[config.mk]
export PLATFORM = sky130hd
export DESIGN_NAME = open_exclusion_lattice_step
export DESIGN_NICKNAME = d
export VERILOG_FILES = /design/src/hdl/oels_pkg.sv /design/src/hdl/oels_cell.sv /design/src/hdl/open_exclusion_lattice_step.sv
export SDC_FILE = /design/constraint.sdc
export NUM_CORES = 2
export LEC_CHECK = 0
export BUFFER_PORTS_ARGS = -buffer_cell sky130_fd_sc_hd__buf_2
export CAP_MARGIN = 20
export CORE_ASPECT_RATIO = 1.2
export CORE_MARGIN = 2
export CORE_UTILIZATION = 40
export DETAILED_ROUTE_END_ITERATION = 16
export SLEW_MARGIN = 30
export SYNTH_ARGS = -nofsm -noshare
export SYNTH_HDL_FRONTEND = slang
export SYNTH_HIERARCHICAL = 1
export SYNTH_SLANG_ARGS = --single-unit
[constraint.sdc]
create_clock -name clk_i -period 12.7 [get_ports clk_i]
set_clock_uncertainty 0.1 [all_clocks]
set_input_delay 3.81 -clock clk_i [delete_from_list [all_inputs] [get_ports clk_i]]
set_output_delay 3.81 -clock clk_i [all_outputs]
set_load 0.03 [all_outputs]
[src/hdl/oels_pkg.sv]
// types, sizes and codes of the open exclusion lattice block
// no dependencies; used by the cell, the top level and the checker
package oels_pkg;

  localparam int SITES      = 64;
  localparam int LABEL_BITS = 16;

  localparam int IDX_W   = $clog2(SITES);
  localparam int LEN_W   = $clog2(SITES + 1);
  localparam int SITE_W  = 7;
  localparam int FRAC_W  = 16;
  localparam int CNT_W   = 7;
  localparam int OLBL_W  = 16;
  localparam int STEP_W  = 32;
  localparam int CMP_W   = ((LEN_W > SITE_W) ? LEN_W : SITE_W) + 1;

  localparam int CFG_IDX_W  = 3;
  localparam int CFG_DATA_W = 16;

  localparam logic [CFG_IDX_W-1:0] REG_LENGTH    = 3'd0;
  localparam logic [CFG_IDX_W-1:0] REG_LEFT_INS  = 3'd1;
  localparam logic [CFG_IDX_W-1:0] REG_LEFT_REM  = 3'd2;
  localparam logic [CFG_IDX_W-1:0] REG_RIGHT_INS = 3'd3;
  localparam logic [CFG_IDX_W-1:0] REG_RIGHT_REM = 3'd4;
  localparam logic [CFG_IDX_W-1:0] REG_LEFT_MOVE = 3'd5;

  localparam logic [SITE_W-1:0] LEN_RESET = 7'd64;
  localparam logic [FRAC_W-1:0] THR_RESET = 16'h8000;

  localparam logic CMD_STEP  = 1'b0;
  localparam logic CMD_PLACE = 1'b1;

  typedef enum logic [2:0] {
    EV_NONE    = 3'd0,
    EV_LEFT    = 3'd1,
    EV_RIGHT   = 3'd2,
    EV_INSERT  = 3'd3,
    EV_REMOVE  = 3'd4,
    EV_PLACED  = 3'd5,
    EV_REFUSED = 3'd6
  } event_e;

  typedef enum logic [1:0] {
    SRC_FRESH = 2'd0,
    SRC_LEFT  = 2'd1,
    SRC_RIGHT = 2'd2
  } src_e;

  typedef struct packed {
    logic set;
    logic clr;
    src_e src;
  } cell_ctrl_t;

  typedef struct packed {
    logic              command;
    logic [SITE_W-1:0] site;
    logic [FRAC_W-1:0] uniform_fraction;
  } in_item_t;

  typedef struct packed {
    logic signed [1:0]        hop;
    logic [2:0]               event_res;
    logic [OLBL_W-1:0]        particle_label;
    logic [CNT_W-1:0]         particle_count;
    logic [STEP_W-1:0]        step_number;
    logic signed [STEP_W-1:0] net_flux;
  } out_item_t;

endpackage

[src/hdl/oels_cell.sv]
// one lattice site: occupancy flag and particle label
// depends on oels_pkg; takes a label from a neighbor or the fresh label on set
module oels_cell (
  input  logic                          clk_i,
  input  logic                          rst_ni,
  input  oels_pkg::cell_ctrl_t          ctrl_i,
  input  logic [oels_pkg::LABEL_BITS-1:0] left_label_i,
  input  logic [oels_pkg::LABEL_BITS-1:0] right_label_i,
  input  logic [oels_pkg::LABEL_BITS-1:0] fresh_label_i,
  output logic                          occ_o,
  output logic [oels_pkg::LABEL_BITS-1:0] label_o,
  output logic [oels_pkg::LABEL_BITS-1:0] sel_label_o
);
  import oels_pkg::*;

  logic                  occ_q, occ_d;
  logic [LABEL_BITS-1:0] label_q, label_d;

  always_comb begin
    occ_d   = occ_q;
    label_d = label_q;
    if (ctrl_i.set) begin
      occ_d = 1'b1;
      case (ctrl_i.src)
        SRC_LEFT:  label_d = left_label_i;
        SRC_RIGHT: label_d = right_label_i;
        default:   label_d = fresh_label_i;
      endcase
    end else if (ctrl_i.clr) begin
      occ_d = 1'b0;
    end
  end

  always_ff @(posedge clk_i or negedge rst_ni) begin
    if (!rst_ni) begin
      occ_q <= 1'b0;
    end else begin
      occ_q <= occ_d;
    end
  end

  always_ff @(posedge clk_i) begin
    label_q <= label_d;
  end

  assign occ_o       = occ_q;
  assign label_o     = label_q;
  // leaving particle drives its label onto the or-bus
  assign sel_label_o = ctrl_i.clr ? label_q : '0;

endmodule

[src/hdl/open_exclusion_lattice_step.sv]
// top level of the open exclusion lattice: config registers, step decode, cell row
// depends on oels_pkg and oels_cell
//
//   channel | direction | handshake                | payload
//   in      | input     | in_valid_i / in_ready_o  | in_data_i  (oels_pkg::in_item_t)
//   out     | output    | out_valid_o / out_ready_i| out_data_o (oels_pkg::out_item_t)
//   cfg     | input     | cfg_we_i                 | cfg_idx_i, cfg_wdata_i
//
// one transaction per cycle unless out stalls; its result is registered in out_q
// a transaction updates at most two cells of the row in the cycle it is accepted
// reset empties every cell at once, so no clearing pass is needed
// input is taken while the output register is empty or is read in the same cycle
module open_exclusion_lattice_step (
  input  logic                              clk_i,
  input  logic                              rst_ni,
  input  logic                              in_valid_i,
  output logic                              in_ready_o,
  input  oels_pkg::in_item_t                in_data_i,
  output logic                              out_valid_o,
  input  logic                              out_ready_i,
  output oels_pkg::out_item_t               out_data_o,
  input  logic                              cfg_we_i,
  input  logic [oels_pkg::CFG_IDX_W-1:0]    cfg_idx_i,
  input  logic [oels_pkg::CFG_DATA_W-1:0]   cfg_wdata_i
);
  import oels_pkg::*;

  logic [SITE_W-1:0] len_q;
  logic [FRAC_W-1:0] lins_q, lrem_q, rins_q, rrem_q, move_q;

  logic [LEN_W-1:0]      count_q, count_d;
  logic [LABEL_BITS-1:0] next_label_q;
  logic [STEP_W-1:0]     step_q, step_d;
  logic [STEP_W-1:0]     flux_q, flux_d;
  logic                  out_valid_q;
  out_item_t             out_q;

  logic [SITES-1:0]      occ_w;
  logic [LABEL_BITS-1:0] label_w [SITES];
  logic [LABEL_BITS-1:0] sel_w   [SITES];
  cell_ctrl_t            ctrl_w  [SITES];

  logic [CMP_W-1:0] len_ext, eff_len, len_m1, s;
  logic [IDX_W-1:0] s_ix, sm1_ix, sp1_ix, edge_ix;
  logic             fire, in_range, res_l, res_r, has_left, has_right, go_left;
  logic             occ_s, occ_sm1, occ_sp1, occ_edge;
  logic [FRAC_W-1:0] frac, rem_t, ins_t;

  logic              src_en, dst_en, use_fresh;
  logic [IDX_W-1:0]  src_ix, dst_ix;
  src_e              take;
  event_e            ev;
  logic signed [1:0] hop;
  logic [LABEL_BITS-1:0] src_label, res_label;

  assign in_ready_o = !out_valid_q || out_ready_i;
  assign fire       = in_valid_i && in_ready_o;

  always_ff @(posedge clk_i or negedge rst_ni) begin
    if (!rst_ni) begin
      len_q  <= LEN_RESET;
      lins_q <= THR_RESET;
      lrem_q <= THR_RESET;
      rins_q <= THR_RESET;
      rrem_q <= THR_RESET;
      move_q <= THR_RESET;
    end else if (cfg_we_i) begin
      unique case (cfg_idx_i)
        REG_LENGTH:    len_q  <= cfg_wdata_i[SITE_W-1:0];
        REG_LEFT_INS:  lins_q <= cfg_wdata_i[FRAC_W-1:0];
        REG_LEFT_REM:  lrem_q <= cfg_wdata_i[FRAC_W-1:0];
        REG_RIGHT_INS: rins_q <= cfg_wdata_i[FRAC_W-1:0];
        REG_RIGHT_REM: rrem_q <= cfg_wdata_i[FRAC_W-1:0];
        REG_LEFT_MOVE: move_q <= cfg_wdata_i[FRAC_W-1:0];
        default: ;
      endcase
    end
  end

  always_comb begin
    len_ext = CMP_W'(len_q);
    if (len_ext < CMP_W'(2)) begin
      eff_len = CMP_W'(2);
    end else if (len_ext > CMP_W'(SITES)) begin
      eff_len = CMP_W'(SITES);
    end else begin
      eff_len = len_ext;
    end
  end

  assign len_m1    = eff_len - CMP_W'(1);
  assign s         = CMP_W'(in_data_i.site);
  assign frac      = in_data_i.uniform_fraction;
  assign in_range  = s < eff_len;
  assign res_l     = s == eff_len;
  assign res_r     = s == (eff_len + CMP_W'(1));
  assign has_left  = s != '0;
  assign has_right = (s + CMP_W'(1)) < eff_len;
  assign go_left   = frac < move_q;

  assign s_ix    = s[IDX_W-1:0];
  assign sm1_ix  = s_ix - IDX_W'(1);
  assign sp1_ix  = s_ix + IDX_W'(1);
  assign edge_ix = res_l ? '0 : len_m1[IDX_W-1:0];
  assign occ_s    = occ_w[s_ix];
  assign occ_sm1  = occ_w[sm1_ix];
  assign occ_sp1  = occ_w[sp1_ix];
  assign occ_edge = occ_w[edge_ix];
  assign rem_t    = res_l ? lrem_q : rrem_q;
  assign ins_t    = res_l ? lins_q : rins_q;

  always_comb begin
    ev        = EV_NONE;
    hop       = 2'sd0;
    src_en    = 1'b0;
    dst_en    = 1'b0;
    src_ix    = '0;
    dst_ix    = '0;
    take      = SRC_FRESH;
    use_fresh = 1'b0;
    if (in_data_i.command == CMD_PLACE) begin
      if (in_range && !occ_s) begin
        dst_en    = 1'b1;
        dst_ix    = s_ix;
        use_fresh = 1'b1;
        ev        = EV_PLACED;
      end else begin
        ev = EV_REFUSED;
      end
    end else if (res_l || res_r) begin
      if (occ_edge) begin
        if (frac < rem_t) begin
          src_en = 1'b1;
          src_ix = edge_ix;
          ev     = EV_REMOVE;
          hop    = res_l ? -2'sd1 : 2'sd1;
        end
      end else if (frac < ins_t) begin
        dst_en    = 1'b1;
        dst_ix    = edge_ix;
        use_fresh = 1'b1;
        ev        = EV_INSERT;
        hop       = res_l ? 2'sd1 : -2'sd1;
      end
    end else if (in_range) begin
      if (occ_s) begin
        if (go_left && has_left && !occ_sm1) begin
          src_en = 1'b1; src_ix = s_ix;
          dst_en = 1'b1; dst_ix = sm1_ix; take = SRC_RIGHT;
          ev = EV_LEFT; hop = -2'sd1;
        end else if (!go_left && has_right && !occ_sp1) begin
          src_en = 1'b1; src_ix = s_ix;
          dst_en = 1'b1; dst_ix = sp1_ix; take = SRC_LEFT;
          ev = EV_RIGHT; hop = 2'sd1;
        end
      end else begin
        if (go_left && has_right && occ_sp1) begin
          src_en = 1'b1; src_ix = sp1_ix;
          dst_en = 1'b1; dst_ix = s_ix; take = SRC_RIGHT;
          ev = EV_LEFT; hop = -2'sd1;
        end else if (!go_left && has_left && occ_sm1) begin
          src_en = 1'b1; src_ix = sm1_ix;
          dst_en = 1'b1; dst_ix = s_ix; take = SRC_LEFT;
          ev = EV_RIGHT; hop = 2'sd1;
        end
      end
    end
  end

  always_comb begin
    for (int k = 0; k < SITES; k++) begin
      ctrl_w[k].set = fire && dst_en && (dst_ix == IDX_W'(k));
      ctrl_w[k].clr = fire && src_en && (src_ix == IDX_W'(k));
      ctrl_w[k].src = take;
    end
  end

  for (genvar k = 0; k < SITES; k++) begin : g_cell
    logic [LABEL_BITS-1:0] left_lbl, right_lbl;
    if (k == 0) begin : g_lo
      assign left_lbl = '0;
    end else begin : g_li
      assign left_lbl = label_w[k-1];
    end
    if (k == SITES - 1) begin : g_ro
      assign right_lbl = '0;
    end else begin : g_ri
      assign right_lbl = label_w[k+1];
    end
    oels_cell u_cell (
      .clk_i         (clk_i),
      .rst_ni        (rst_ni),
      .ctrl_i        (ctrl_w[k]),
      .left_label_i  (left_lbl),
      .right_label_i (right_lbl),
      .fresh_label_i (next_label_q),
      .occ_o         (occ_w[k]),
      .label_o       (label_w[k]),
      .sel_label_o   (sel_w[k])
    );
  end

  always_comb begin
    src_label = '0;
    for (int k = 0; k < SITES; k++) begin
      src_label = src_label | sel_w[k];
    end
  end

  assign res_label = use_fresh ? next_label_q : src_label;

  always_comb begin
    count_d = count_q;
    if (ev == EV_PLACED || ev == EV_INSERT) begin
      count_d = count_q + LEN_W'(1);
    end else if (ev == EV_REMOVE) begin
      count_d = count_q - LEN_W'(1);
    end
    step_d = step_q;
    flux_d = flux_q;
    if (in_data_i.command == CMD_STEP) begin
      step_d = step_q + STEP_W'(1);
      flux_d = flux_q + STEP_W'(hop);
    end
  end

  always_ff @(posedge clk_i or negedge rst_ni) begin
    if (!rst_ni) begin
      count_q      <= '0;
      next_label_q <= '0;
      step_q       <= '0;
      flux_q       <= '0;
      out_valid_q  <= 1'b0;
    end else begin
      if (fire) begin
        count_q <= count_d;
        step_q  <= step_d;
        flux_q  <= flux_d;
        if (use_fresh) begin
          next_label_q <= next_label_q + LABEL_BITS'(1);
        end
        out_valid_q <= 1'b1;
      end else if (out_ready_i) begin
        out_valid_q <= 1'b0;
      end
    end
  end

  always_ff @(posedge clk_i) begin
    if (fire) begin
      out_q.hop            <= hop;
      out_q.event_res      <= ev;
      out_q.particle_label <= OLBL_W'(res_label);
      out_q.particle_count <= CNT_W'(count_d);
      out_q.step_number    <= step_d;
      out_q.net_flux       <= flux_d;
    end
  end

  assign out_valid_o = out_valid_q;
  assign out_data_o  = out_q;

endmodule

==> impl_metrics.csv <==
group,metric,value,unit
setup_path,slowest_stage,"nor4_1",
synth,ys_ff_latch,1355,
sta,post-route-period-util,89.4,%
drt,wire_per_inst,31.7,µm
drt,avgViaCountPerCell,6.28,
synth,yosysWarnings,6,
synth,synth_area_leader_cell,"edfxtp_1",
setup_path,crit_family,"simple AND/OR/NAND/NOR gates",
setup_path,worst_ep_required_time,13180,ps
final_layout,nNetsFinal,8462,
sta,hold_violations,0,
final_layout,final_cells,11200,
clock_tree,cts_num_sinks,1355,
synth,async_reset_ff_share,17.6,%
clock_tree,cts_tree,"yes",
clock_tree,numCtsBuffers,154,
placed_design,gp_congestion,1.00,
synth,synth_ff_type,"edfxtp_1",
global_route,overflow,0,
clock_tree,root_buffer,"clkbuf_16",
floorplanning,chipWidth,430,µm
floorplanning,start_util,40.2,%
floorplanning,num_rows,187,
floorplanning,ioPinCount,142,
drt,vias,70000,
sta,finalCriticalPeriod,11350,ps
power,p_leak,32.4,nW
setup_path,cp_data_arrival_time,11830,ps
drt,dr.pass1.iters,6,
setup_path,worstSetupPathType,"in -> reg",
power,power.density,135,nW/µm²
floorplanning,fp.dieH,515,µm
setup_path,critPathMaxStageDelay,910,ps
synth,synthCells,8262,
sta,rsz0062_at_grt,"no",
drt,drc,0,
sta,setup_viol,0,
clock_tree,clk_latency,870,ps
placed_design,port_buffers,141,
placed_design,dp_hpwl,260000,µm
synth,seq_area_frac_synth,45.4,%
synth,synth_top_area_share,38.5,%
worst_hold_path,min_path_cells,1,
global_route,antenna_found_initial,10,
sta,relSlewSlack,27.7,%
job,cap_violations,0,
final_layout,stdcell_area,93700,µm²
sta,setup_tns,0,ps
global_route,grt_pass1_wl,500000,µm
setup_path,cpMostUsedCell,"buf_4",
sta,slew_viol_final,0,
setup_path,cp-start-kind,"input port",
worst_hold_path,hold_path_class,"reg -> reg",
clock_tree,cts_setup_buffers,0,
floorplanning,core,216000,µm²
power,peakVddDrop,0.150,mV
outcome,status,"finished clean",
floorplanning,die_area,221000,µm²
final_layout,synthToLayoutAreaGrowth,7.66,%
setup_path,path_max_fanout,28,
synth,ys_types,102,
setup_path,r2r_end,"out_data_o[73]",
worst_hold_path,hold_path_end,"count_q[6]",
global_route,grt_max_degree,129,
drt,routed_wl,354000,µm
synth,synth_edf_count,1116,
setup_path,path_cells,"buf_4 -> inv_1 -> ha_1 -> and4_1 -> nand2_2 -> buf_4 -> nand2_1 -> o2bb2ai_1 -> a311o_1 -> a311oi_1 -> a311o_1 -> nor2_1 -> o21a_1 -> nand4_1 -> nor2_1 -> buf_4 -> and2_1 -> nor4_1 -> nand4_1 -> nor4_1 -> o21ai_0",
setup_path,r2r-start,"len_q[4]",
placed_design,placed_cell_area,88400,µm²
setup_path,ff2ff_path_depth,22,
drt,ant_nets,0,
global_route,grt.total_usage,31.1,%
placed_design,placed_cells,10900,
sta,timing.fmax,0.0881,GHz
clock_tree,cts-resized-gates,0,
clock_tree,cts_buffer_depth,3,
final_layout,drive_above_1_share,20.6,%
worst_hold_path,min_from,"count_q[6]",
setup_path,worst-path-buf-inv,4,
global_route,grt_pass1_vias,65600,
synth,synth.area.top_cells,"edfxtp_1, a22oi_2, and2_1",
synth,syn_area,87000,µm²
clock_tree,clk_pin_slew,60,ps
synth,avgSynthCellArea,10.5,µm²
setup_path,cp-end-kind,"flip-flop",
drt,drt-initial-drc-count,10200,
setup_path,r2r_slack,2840,ps
clock_tree,postCtsHoldBufs,0,
sta,worst_pin_slew,1080,ps
clock_tree,htreeDepth,4,
[sequential cells by signal, summed over array words and instances, names as in the netlist]
register	flops
count_q	7
flux_q	32
g_cell.u_cell/label_o	1024
g_cell.u_cell/occ_o	64
len_q	7
lins_q	16
lrem_q	16
move_q	16
next_label_q	16
out_data_o	92
out_valid_o	1
rins_q	16
rrem_q	16
step_q	32
[Yosys cell counts, types with 7 or more instances]
cell      instances
a211oi_1         11
a21o_1           84
a21oi_1          65
a22oi_1         388
a22oi_2         640
a31oi_1          12
and2_1         1037
and3_1           20
buf_12           64
buf_2           209
buf_4            66
buf_6           133
clkbuf_1         59
clkbuf_2         64
dfrtp_1         233
edfxtp_1       1116
ha_1            227
inv_1           248
mux2_2           97
mux2i_1          90
mux4_2           35
nand2_1        1221
nand2b_1         13
nand3_1          40
nand4_1          93
nand4b_1          7
nor2_1          208
nor2b_1           8
nor3_1           28
nor4_1          280
o211ai_1         18
o21ai_0         510
o21ai_1         449
o21ai_2         193
o31ai_1           9
or3_1             9
xnor2_1          76
xor2_1           59
[report_power, final]
part           internal [W]  switching (W)  total (W)
logic              0.000854        0.00175    0.00260
registers           0.00514       0.000288    0.00543
clock network       0.00257        0.00202    0.00459
total               0.00857        0.00406     0.0126
[cells in the final DEF (no fill, tap or decap), types with 13 or more instances in the layout]
cell type / synthesis / routed
edfxtp_1: 1116 / 1116
mux2i_1: 90 / 90
clkbuf_16: 0 / 158
nand2b_1: 13 / 13
a22oi_2: 640 / 640
conb_1: 1 / 32
inv_1: 248 / 247
mux2_2: 97 / 97
mux4_2: 35 / 35
nand2_1: 1221 / 1219
dfrtp_1: 233 / 217
clkbuf_1: 59 / 36
nor2_2: 1 / 30
clkinv_2: 0 / 31
nand4_1: 93 / 93
nor4_1: 280 / 274
ha_2: 0 / 68
a21o_1: 84 / 84
buf_2: 209 / 139
dfrtp_4: 0 / 16
o211ai_1: 18 / 18
nor3_1: 28 / 27
o21ai_0: 510 / 510
clkbuf_8: 0 / 13
ha_1: 227 / 159
a21oi_1: 65 / 65
nand3_1: 40 / 40
o21ai_2: 193 / 193
nor2_1: 208 / 170
buf_4: 66 / 190
a22oi_1: 388 / 388
clkinv_1: 2 / 19
xnor2_1: 76 / 76
o21ai_1: 449 / 449
and3_1: 20 / 20
and2_1: 1037 / 1036
xor2_1: 59 / 59
[cell families (layout without fill, tap and decap cells)]
| family | after synthesis | after routing | synth area share [%] |
|---|---|---|---|
| other | 1 | 41 | 0.00431 |
| DFF | 1355 | 1355 | 45.4 |
| AOI/OAI and AO/OA | 2462 | 2462 | 22.4 |
| adders and majority gates | 228 | 228 | 3.29 |
| xor gates and xnor gates | 137 | 137 | 1.41 |
| muxes | 222 | 222 | 3.20 |
| and+or+nand+nor | 3005 | 3005 | 17.6 |
| buffers and inverters | 852 | 875 | 6.70 |
[stage by stage]
stage               setup slack, ps  hold slack (ps)  total power, W  utilization [%]
floorplan                      1610              358         0.00735                -
detailed placement              563              381         0.00805             40.8
global placement                609              378         0.00797             40.7
CTS                            1490              394          0.0126             43.2
finish                         1350              387          0.0126             43.3
global route                   1240              412          0.0131             43.3
[worst max-delay path by stage]
stage,startpoint,endpoint,slack [ps],depth (start not counted)
6_report,in_data_i[16],out_data_o[73],1350,21
5_1_grt,in_data_i[16],out_data_o[86],1240,21
4_1_cts,in_data_i[16],out_data_o[73],1490,18
3_5_place_dp,in_data_i[16],out_data_o[73],560,18
3_3_place_gp,in_data_i[16],out_data_o[73],610,18
2_1_floorplan,in_data_i[16],out_data_o[28],1610,33
[final cells by class]
type	instances	area, µm²
multi-input cells	6086	42200
repair buffers	338	2280
diodes	9	22.5
clock inverters	79	826
fillers	20300	123000
clock buffers	207	4270
flip-flops and latches	1355	39600
well taps	2835	3550
inverters	251	952
[layer usage]
| metal | part of all wire (%) | GRT usage, % |
|---|---|---|
| met5 | 0.0031 | 0 |
| met4 | 7.8 | 20.2 |
| met2 | 45 | 48.8 |
| met1 | 37 | 39.2 |
| met3 | 9.8 | 6.04 |
Power figures use the tool's default switching activity.
